**config.mk**
```make
export PLATFORM = sky130hd
export DESIGN_NAME = brr_front
export DESIGN_NICKNAME = d
export VERILOG_FILES = /design/src/sv/brr_pkg.sv /design/src/sv/brr_front.sv
export SDC_FILE = /design/constraint.sdc
export NUM_CORES = 1
export LEC_CHECK = 0
export ABC_AREA = 0
export BUFFER_PORTS_ARGS = -buffer_cell sky130_fd_sc_hd__buf_2
export CORE_MARGIN = 2
export CORE_UTILIZATION = 45
export CTS_BUF_LIST = sky130_fd_sc_hd__clkbuf_8
export DETAILED_ROUTE_END_ITERATION = 16
export HOLD_SLACK_MARGIN = 0.06
export SYNTH_ARGS = -nofsm -noshare
export SYNTH_HDL_FRONTEND = slang
export SYNTH_SLANG_ARGS = --single-unit
```
**constraint.sdc**
```tcl
create_clock -name clk -period 16.2 [get_ports clk]
set_input_delay 0.81 -clock clk [delete_from_list [all_inputs] [get_ports clk]]
set_output_delay 0.81 -clock clk [all_outputs]
set_load 0.01 [all_outputs]
```
**src/sv/brr_pkg.sv**
```systemverilog
// shared types and codes for the bitmap row to rgb565 decoder
`timescale 1ns / 1ps

package brr_pkg;

  // pixel depth codes of the depth_mode register
  localparam logic [2:0] MODE_1BPP  = 3'd0;
  localparam logic [2:0] MODE_4BPP  = 3'd1;
  localparam logic [2:0] MODE_8BPP  = 3'd2;
  localparam logic [2:0] MODE_16BPP = 3'd3;
  localparam logic [2:0] MODE_24BPP = 3'd4;
  localparam logic [2:0] MODE_32BPP = 3'd5;
  // unknown depths, bytes are swallowed
  localparam logic [2:0] MODE_RSVD6 = 3'd6;
  localparam logic [2:0] MODE_RSVD7 = 3'd7;

  // configuration register indexes
  localparam logic REG_DEPTH_MODE  = 1'b0;
  localparam logic REG_IMAGE_WIDTH = 1'b1;

  // input word kinds
  localparam logic ACT_PAL  = 1'b0;
  localparam logic ACT_BYTE = 1'b1;

  typedef enum logic [1:0] {
    CMD_PAL_WR,
    CMD_INDEX,
    CMD_DIRECT
  } cmd_kind_t;

  // one command from front to back: a palette write or a run of pixels
  typedef struct packed {
    cmd_kind_t   kind;
    logic [2:0]  mode;
    logic [15:0] data;
    logic [7:0]  pal_index;
    logic [3:0]  count;
    logic        row_last;
  } cmd_t;

endpackage

```
**src/sv/brr_front.sv**
```systemverilog
// front end: takes words, tracks the row position and builds pixel commands
`timescale 1ns / 1ps

module brr_front #(
  parameter int DISPLAY_WIDTH = 160
) (
  input  logic          clk,
  input  logic          rst,
  input  logic          cfg_we,
  input  logic          cfg_index,
  input  logic [12:0]   cfg_data,
  input  logic          push,
  output logic          full,
  input  logic          action,
  input  logic [7:0]    data_byte,
  input  logic [7:0]    palette_index,
  input  logic [7:0]    palette_red,
  input  logic [7:0]    palette_green,
  input  logic [7:0]    palette_blue,
  input  logic          q_full,
  output logic          q_push,
  output brr_pkg::cmd_t q_data
);
  import brr_pkg::*;

  localparam logic [12:0] DispW = 13'(DISPLAY_WIDTH);

  function automatic logic [15:0] pack565(input logic [7:0] r, input logic [7:0] g,
                                          input logic [7:0] b);
    return {r[7:3], g[7:2], b[7:3]};
  endfunction

  logic [2:0]  depth_mode;
  logic [12:0] image_width;
  logic [14:0] row_byte_count;
  logic [12:0] row_pixel_count;
  logic [23:0] pending_bytes;
  logic [1:0]  byte_phase;

  logic        accept;
  logic [15:0] wx;
  logic [15:0] data_len;
  logic [15:0] row_len;
  logic        row_ok;
  logic        in_data;
  logic        is_pal;
  logic        phase_last;
  logic [15:0] direct_pix;
  logic [3:0]  slots;
  logic [12:0] top;
  logic [12:0] rem_w;
  logic [12:0] rem_t;
  logic [3:0]  n_valid;
  logic [3:0]  n_vis;
  logic        row_last_hit;
  logic        last_byte;

  assign wx = {3'b000, image_width};

  always_comb begin
    case (depth_mode)
      MODE_1BPP:  data_len = (wx + 16'd7) >> 3;
      MODE_4BPP:  data_len = (wx + 16'd1) >> 1;
      MODE_8BPP:  data_len = wx;
      MODE_16BPP: data_len = wx << 1;
      MODE_24BPP: data_len = wx + (wx << 1);
      MODE_32BPP: data_len = wx << 2;
      default:    data_len = '0;
    endcase
  end

  assign row_len = (data_len + 16'd3) & ~16'd3;
  assign row_ok  = (depth_mode <= MODE_32BPP) && (row_len != 16'd0);
  assign in_data = {1'b0, row_byte_count} < data_len;
  assign is_pal  = depth_mode <= MODE_8BPP;

  always_comb begin
    case (depth_mode)
      MODE_16BPP: phase_last = byte_phase == 2'd1;
      MODE_24BPP: phase_last = byte_phase == 2'd2;
      default:    phase_last = byte_phase == 2'd3;
    endcase
  end

  always_comb begin
    case (depth_mode)
      MODE_16BPP: direct_pix = {data_byte, pending_bytes[7:0]};
      MODE_24BPP: direct_pix = pack565(data_byte, pending_bytes[15:8], pending_bytes[7:0]);
      default:    direct_pix = pack565(pending_bytes[23:16], pending_bytes[15:8],
                                       pending_bytes[7:0]);
    endcase
  end

  // pixel slots this word fills
  always_comb begin
    if (!in_data) begin
      slots = 4'd0;
    end else begin
      case (depth_mode)
        MODE_1BPP: slots = 4'd8;
        MODE_4BPP: slots = 4'd2;
        MODE_8BPP: slots = 4'd1;
        default:   slots = phase_last ? 4'd1 : 4'd0;
      endcase
    end
  end

  assign top   = (image_width < DispW) ? image_width : DispW;
  assign rem_w = image_width - row_pixel_count;
  assign rem_t = top - row_pixel_count;

  always_comb begin
    if (row_pixel_count < image_width) begin
      n_valid = (rem_w < {9'b0, slots}) ? rem_w[3:0] : slots;
    end else begin
      n_valid = 4'd0;
    end
    // visible pixels are always a prefix of the valid ones
    if (row_pixel_count < top) begin
      n_vis = (rem_t < {9'b0, slots}) ? rem_t[3:0] : slots;
    end else begin
      n_vis = 4'd0;
    end
  end

  assign row_last_hit = (row_pixel_count + {9'b0, n_vis}) == top;
  assign last_byte    = ({1'b0, row_byte_count} + 16'd1) >= row_len;

  assign full   = q_full;
  assign accept = push && !q_full;
  assign q_push = accept && ((action == ACT_PAL) || (row_ok && n_vis != 4'd0));

  always_comb begin
    q_data.kind      = (action == ACT_PAL) ? CMD_PAL_WR : (is_pal ? CMD_INDEX : CMD_DIRECT);
    q_data.mode      = depth_mode;
    q_data.pal_index = palette_index;
    q_data.count     = n_vis;
    q_data.row_last  = row_last_hit;
    if (action == ACT_PAL) begin
      q_data.data = pack565(palette_red, palette_green, palette_blue);
    end else if (is_pal) begin
      q_data.data = {8'b0, data_byte};
    end else begin
      q_data.data = direct_pix;
    end
  end

  always_ff @(posedge clk) begin
    if (rst) begin
      depth_mode      <= MODE_8BPP;
      image_width     <= 13'd1;
      row_byte_count  <= '0;
      row_pixel_count <= '0;
      pending_bytes   <= '0;
      byte_phase      <= '0;
    end else if (cfg_we) begin
      if (cfg_index == REG_DEPTH_MODE) begin
        depth_mode <= cfg_data[2:0];
      end else if (cfg_index == REG_IMAGE_WIDTH) begin
        image_width <= cfg_data;
      end
      row_byte_count  <= '0;
      row_pixel_count <= '0;
      pending_bytes   <= '0;
      byte_phase      <= '0;
    end else if (accept && (action == ACT_BYTE) && row_ok) begin
      if (last_byte) begin
        row_byte_count  <= '0;
        row_pixel_count <= '0;
        pending_bytes   <= '0;
        byte_phase      <= '0;
      end else begin
        row_byte_count  <= row_byte_count + 15'd1;
        row_pixel_count <= row_pixel_count + {9'b0, n_valid};
        if (in_data && !is_pal) begin
          if (phase_last) begin
            byte_phase    <= '0;
            pending_bytes <= '0;
          end else begin
            byte_phase <= byte_phase + 2'd1;
            case (byte_phase)
              2'd0:    pending_bytes <= {16'b0, data_byte};
              2'd1:    pending_bytes[15:8] <= data_byte;
              2'd2:    pending_bytes[23:16] <= data_byte;
              default: pending_bytes <= pending_bytes;
            endcase
          end
        end
      end
    end
  end

endmodule

```
==> results of run 1 <==
==> flip-flops by register name, summed over array words and instances, names as in the netlist <==
| name | flops |
|---|---|
| byte_phase | 2 |
| depth_mode | 3 |
| image_width | 13 |
| pending_bytes | 19 |
| row_byte_count | 15 |
| row_pixel_count | 13 |
==> synthesized netlist by cell type, types with 18 or more instances <==
cell type / instances
o21ai_0: 66
nand3_1: 31
inv_1: 63
dfxtp_1: 65
nor2_1: 65
nand2_1: 114
nor3_1: 25
mux2i_1: 37
ha_1: 95
clkbuf_1: 28
nand4_1: 20
a21oi_1: 84
xnor2_1: 54
o21ai_1: 19
xor2_1: 24
a22o_1: 18
==> critical path, delay by kind of cell (launching register included) <==
| kind | cells | cell delay [ns] |
|---|---|---|
| and+or+nand+nor | 11 | 3.53 |
| AOI/OAI and AO/OA | 11 | 3.00 |
| adders and majority gates | 4 | 1.07 |
| DFF | 1 | 0.61 |
| xor gates and xnor gates | 2 | 0.29 |
| muxes | 1 | 0.26 |
| buffers and inverters | 1 | 0.12 |
==> final timing paths <==
kind                startpoint                   to  slack [ns]  cells past startpoint
max reg2reg      depth_mode[1]  row_pixel_count[12]        8.46                     27
min          pending_bytes[23]    pending_bytes[23]        0.48                      1
min reg2reg  pending_bytes[23]    pending_bytes[23]        0.48                      1
max              depth_mode[1]            q_data[0]        6.11                     30
==> cell families after synthesis <==
logic type	after synthesis
simple gates	382
mux	48
fa+ha+maj	100
buf+inv	126
flops	65
compound gates	336
xor+xnor	78
==> where the power goes <==
part / internal, W / total (W) / switching [W]
registers: 0.000162 / 0.000170 / 0.00000842
clock network: 0.0000724 / 0.000151 / 0.0000790
logic: 0.0000778 / 0.000203 / 0.000125
==> final cells by class <==
type / instances / area [µm²] / area share, %
Clock inverter: 7 / 76.32 / 0.8296
Sequential cell: 65 / 1301 / 14.14
Tap cell: 234 / 292.8 / 3.182
Clock buffer: 9 / 123.9 / 1.346
Timing Repair Buffer: 80 / 422.9 / 4.597
Multi-Input combinational cell: 944 / 6739 / 73.25
Inverter: 65 / 244.0 / 2.652
==> per-stage QoR <==
step / power (W) / cell area, µm²
global route: 0.0005536 / 9200
CTS: 0.0005249 / 9200
global placement: 0.0003716 / 9000
detailed placement: 0.0003734 / 9000
finish: 0.0005246 / 9200
floorplan: 0.0003211 / 8623
==> metal layers <==
| layer | vias to the layer above | part of all wire, % | wire (µm) | global-route usage [%] |
|---|---|---|---|---|
| met1 | 3987 | 47 | 12180 | 35.21 |
| met4 | 0 | 3.0 | 773 | 9.588 |
| li1 | 4223 | - | - | - |
| met5 | - | 0 | 0 | 0 |
| met3 | 57 | 4.9 | 1270 | 2.826 |
| met2 | 272 | 46 | 11940 | 42.87 |
==> impl_summary.txt, run 1 <==
----------------------------------------------------
[Synthesis]
  Most used DFF post-synth ... dfxtp_1
  Synth Warn # ... 0
  Simple logic cell fraction of the synthesized area ... 23.40%
  Avg Cell Area, Syn ... 7.598 µm²
  Cell area after synthesis ... 8623 µm²
  Post-synth cell types ... around 90
  Most area-consuming cells after synthesis ... dfxtp_1, ha_1, xnor2_1, nand2_1, a21oi_1
  Top cell type's share of synthesized area ... 15.09%
  Post-Synthesis Net Count ... 1295
  Combinational family with the most area after synthesis ... compound AO/OA/AOI/OAI gates
  Number of flip-flops and latches in the synthesized netlist ... 65
  Number of flops mapped to enable cells by yosys ... 0
  Fraction of synthesized area in multiplexers ... 5.731%
  Post-Synthesis Cells ... 1135
  Fraction of the yosys area taken by sequential cells ... between 10% and 20%
  Parity-gate share of the synthesized area counting xor and xnor cells ... 7.922%
  Adder-cell share of the synthesized area ... 14.94%
  Async S/R FF share, synth ... 0%
  Synth Area in Compound Gates ... 26.15%
  Leading area contributor after synthesis ... dfxtp_1

[Die]
  Overall die width ... 142.4 µm
  Core area ... between 15000 and 20000 µm²
  Die ar. ... 20290 µm²
  Initial standard-cell utilization of the core ... 45.95%
  Number of rows in the core area ... 50
  Die height ... 142.4 µm
  Top-level I/O count ... 96

[Pwr]
  Total power per unit cell area ... 57.02 nW/µm²
  Peak supply drop ... 0.04266 mV
  Leakage power summed over all cells ... around 3.8 nW

[Timing]
  Final Setup Violations ... 0
  Tightest Pin Transition ... 1.186 ns
  Aggregate negative setup slack ... 0 ns
  Shortest period the worst path allows ... 10.09 ns
  Worst hold-check slack ... 0.4835 ns
  Setup slack after layout ... 6.108 ns
  Count of final max-slew check failures ... 0
  Relative max-transition margin ... 20.92%
  Period utilization ... 62.30%
  Max frequency ... 0.09908 GHz
  Setup clock skew after layout ... 0.01219 ns
  Final hold violations ... 0
  Setup repair after global routing missed its margin ... no

[Finish]
  Number of fill cells in the layout ... 1955
  Commonest cells after routing, fill and taps aside ... nand2_1, ha_1, a21oi_1
  Inserted Diodes ... 0
  Layout-stage area growth over the synthesis result ... 6.689%
  Final core utilization ... 49.02%
  Final std cells w/o fill ... 1404
  Most common cell after layout, fill and taps aside ... nand2_1
  Nets ... 1325
  Fraction of final layout cells sized beyond drive strength 1 ... 12.82%

[Worst setup path]
  Delay of the slowest critical-path stage ... roughly 0.84 ns
  Type of destination of the critical path ... primary output
  Slowest stage cell, crit path ... nor2b_1
  CP max FO ... 24
  Nature of the critical path startpoint ... register
  Data arrival time of the worst path ... 9.28 ns
  WS Path Type ... reg2out
  CP required ... 15.39 ns

[Clocking]
  Post-CTS setup-driven buffer insertion count ... 0
  Number of H-tree levels ... 3
  Clock sink count ... 65
  Clk buf depth ... 2
  CTS resizes ... 0
  Clk pin slew, worst setup/hold paths ... around 0.08 ns
  Clock network latency to the later pin of the worst-skew pair ... approximately 0.38 ns
  Clock buffer count from CTS ... 9
  CTS tree ... built
  Number of hold buffers added after cts ... 0
  Root Buffer ... clkbuf_8

[Detailed routing]
  ANT nets after route ... 0
  Detailed-router iteration count before antenna repair ... 6
  Total Routed Length ... 26170 µm
  Number of vias after detailed routing ... 8539
  Number of remaining DRC errors ... 0
  Vias/cell ... 6.082
  First-iteration detailed-routing DRC count ... 673
  Routed wire length per instance ... 18.64 µm

[Place]
  Post-Place Cells ... roughly 1400
  Worst-case setup slack after placement ... 6.691 ns
  Quantity of I/O buffers inserted on ports ... slightly above 70
  Final RePlAce weighted congestion ... 0.9442
  Post-DP HPWL ... approximately 20000 µm

[Flow run]
  Max Cap Violations ... 0

[GRT]
  Via count of the first global-routing pass ... 7993
  Global Route Usage Sum ... 26.04%
  Initial antenna violation count ... 0
  Remaining Overflow, GRT ... 0
  Maximum number of pins on one net before global-route repair ... 31
  Wire length of the first global-routing pass ... 42130 µm

[Status]
  Outcome ... completed

[Min path]
  Worst min-delay path category ... reg2reg

----------------------------------------------------
(Power assumes the default switching activity.)
==> run 2, diff against run 1 <==
--- a/config.mk
+++ b/config.mk
@@ -12,6 +12,7 @@
 export CTS_BUF_LIST = sky130_fd_sc_hd__clkbuf_8
 export DETAILED_ROUTE_END_ITERATION = 16
 export HOLD_SLACK_MARGIN = 0.06
+export PLACE_DENSITY = 0.66
 export SYNTH_ARGS = -nofsm -noshare
 export SYNTH_HDL_FRONTEND = slang
 export SYNTH_SLANG_ARGS = --single-unit
==> constraint.sdc (replaced) <==
create_clock -name clk -period 9 [get_ports clk]
set_input_delay 0.45 -clock clk [delete_from_list [all_inputs] [get_ports clk]]
set_output_delay 0.45 -clock clk [all_outputs]
set_load 0.01 [all_outputs]
==> impl_summary.txt, run 2 (synthesis results as in run 1) <==
----------------------------------------------------
[Clocking]
  Root Buffer ... clkbuf_8
  CTS tree ... built
  Clock network latency to the later pin of the worst-skew pair ... 0.38 ns (about the same)
  Clk pin slew, worst setup/hold paths ... 0.08 ns (about the same)
  Clock sink count ... 65 (unchanged)
  Clk buf depth ... 2 (unchanged)
  Number of H-tree levels ... 3 (unchanged)
  Clock buffer count from CTS ... 9 (unchanged)

[Detailed routing]
  ANT nets after route ... 0 (unchanged)
  First-iteration detailed-routing DRC count ... 746 (+11%)
  Number of remaining DRC errors ... 0 (unchanged)
  Detailed-router iteration count before antenna repair ... 6 (unchanged)
  Routed wire length per instance ... 18.30 µm (-1.8%)
  Vias/cell ... 6.087 (about the same)
  Number of vias after detailed routing ... 8680 (+1.7%)
  Total Routed Length ... 26100 µm (-0.28%)

[Finish]
  Most common cell after layout, fill and taps aside ... nand2_1
  Commonest cells after routing, fill and taps aside ... nand2_1, ha_1, a21oi_1
  Nets ... 1347 (+1.7%)
  Layout-stage area growth over the synthesis result ... 9.692%
  Final std cells w/o fill ... 1426 (+1.6%)
  Area of all placed cells without fillers ... 9459 µm² (+2.8%)
  Inserted Diodes ... 0 (unchanged)
  Top reg by flops ... pending_bytes
  Fraction of final layout cells sized beyond drive strength 1 ... 15.35% (+2.5 points)
  Number of flip-flops under the largest register name ... 19 (unchanged)
  Number of fill cells in the layout ... 1854 (-5.2%)
  Registers with the most flip-flops ... pending_bytes: 19 flops, row_byte_count: 15 flops

[Min path]
  Startpoint of the worst hold path ... cfg_data[1]
  Worst min-delay path category ... in2reg

[Worst setup path]
  WS Path Type ... reg2out
  Reg-to-reg startpoint ... image_width[1]
  Top cell by count, worst path ... ha_1
  Slowest stage cell, crit path ... dfxtp_1
  Type of destination of the critical path ... primary output
  Nature of the critical path startpoint ... register
  Data arrival time of the worst path ... 8.07 ns (-1.21 ns)
  Crit. Startpoint ... image_width[7]
  Delay of the slowest critical-path stage ... 0.62 ns (-0.22 ns)
  Internal reg-to-reg setup slack ... 2.05 ns (-6.41 ns)
  CP required ... 8.55 ns (-6.84 ns)
  CP max FO ... 10 (-58%)

[Place]
  Area of placed instances ... 9150 µm² (+1.7%)
  Final RePlAce weighted congestion ... 0.9505 (+0.67%)
  Post-Place Cells ... 1408 (+1.4%)
  Post-DP HPWL ... 20120 µm (+1.9%)
  Quantity of I/O buffers inserted on ports ... 71 (unchanged)

[Timing]
  Final Setup Violations ... 0 (unchanged)
  Count of final max-slew check failures ... 0 (unchanged)
  Shortest period the worst path allows ... 8.521 ns
  Max frequency ... 0.1174 GHz
  Aggregate negative setup slack ... 0 ns (unchanged)
  Setup clock skew after layout ... 0.009483 ns (-0.002708 ns)
  Relative max-transition margin ... 22.82% (+1.9 points)
  Tightest Pin Transition ... 1.158 ns (-0.02849 ns)
  Final hold violations ... 0 (unchanged)
  Period utilization ... 94.68%
  Setup repair after global routing missed its margin ... no

[GRT]
  Global Route Usage Sum ... 25.88% (-0.17 points)
  Remaining Overflow, GRT ... 0 (unchanged)
  Wire length of the first global-routing pass ... 42080 µm (-0.13%)
  Via count of the first global-routing pass ... 8144 (+1.9%)
  Maximum number of pins on one net before global-route repair ... 32 (+3.2%)
  Initial antenna violation count ... 1 (+1)

[Die]
  Number of rows in the core area ... 50 (unchanged)
  Overall die width ... 142.4 µm (unchanged)
  Initial standard-cell utilization of the core ... 45.95% (unchanged)
  Top-level I/O count ... 96 (unchanged)
  Die height ... 142.4 µm (unchanged)
  Core area ... 18770 µm² (unchanged)
  Die ar. ... 20290 µm² (unchanged)

[Pwr]
  Total power per unit cell area ... 103.7 nW/µm² (+82%)
  Internal power summed over all cells ... 0.0006026 W (+93%)
  Peak supply drop ... 0.06227 mV (+46%)
  Combinational group share of total power ... 38.9% (+0.2 points)
  Leakage power summed over all cells ... 3.976 nW (+4.0%)
  Flop pwr share ... 30.5% (-2.0 points)
  Switching Power ... 0.0003782 W (+78%)
  Clock power frac ... 30.6% (+1.7 points)
  Switch share ... 38.56% (-1.9 points)

[Flow run]
  Max Cap Violations ... 0 (unchanged)

[Status]
  Outcome ... completed

----------------------------------------------------
==> run 2: cell count changes in the layout (fill, tap and decap cells not counted), sizes merged <==
cell | previous run | this run
buf | 80 | 102
inv | 68 | 66
bufinv | 1 | 2
clkbuf | 9 | 10
==> run 2: final cells by class <==
type | instances | area, µm² | share of cell area (%)
clock buffers | 10 | 137.6 | 1.455
clock inverters | 6 | 88.84 | 0.9392
inverters | 65 | 244.0 | 2.579
multi-input cells | 944 | 6802 | 71.90
flip-flops and latches | 65 | 1306 | 13.81
well taps | 234 | 292.8 | 3.095
repair buffers | 102 | 588.1 | 6.217
==> run 2: repair_timing <==
action / in CTS / in global routing
endpoints found under the setup margin: 1 / 1
gates resized for setup: 2 / 12
pin swaps: 0 / 1
hold buffers: 0 / 0
cloned: 0 / 0
setup buffers: 0 / 2
==> run 2: power by group through the flow <==
stage,Sequential [W],Combinational [W],Clock (W)
final,0.000299,0.000382,0.000300
after global routing,0.000300,0.000420,0.000314
after CTS,0.000299,0.000372,0.000302
after detailed placement,0.000306,0.000370,0
after global placement,0.000306,0.000367,0
after floorplan,0.000304,0.000274,0
==> run 2: metrics by stage <==
stage	total power [W]	util, %	setup WS, ns	hold WS [ns]
2_1_floorplan	0.0005780	-	1.298	0.4486
3_3_place_gp	0.0006724	48.75	0.4876	0.4600
3_5_place_dp	0.0006754	48.75	0.4205	0.4629
4_1_cts	0.0009727	50.03	0.08020	0.2999
5_1_grt	0.001034	50.40	0.001116	0.3150
6_report	0.0009808	50.40	0.4786	0.3034
==> run 2: routing by layer <==
metal	up-vias	wire length, µm	global-route usage, %
met2	310	11930	43.63
li1	4251	-	-
met3	65	1584	3.937
met5	-	14	0
met1	4052	11660	33.04
met4	2	916	10.58
==> run 2: critical path, delay by kind of cell, from the launching register on <==
kind            cells  cell delay [ns]
fa+ha+maj           5             1.64
simple gates       11             2.01
flops               1             0.62
mux                 1             0.14
xor+xnor            2             0.28
compound gates     12             2.63
buf+inv             3             0.37
==> run 2: worst paths after layout <==
path | to | cells past startpoint
max | q_data[0] | 34
min | depth_mode[1] | 2
max reg2reg | row_pixel_count[12] | 30
min reg2reg | pending_bytes[21] | 1
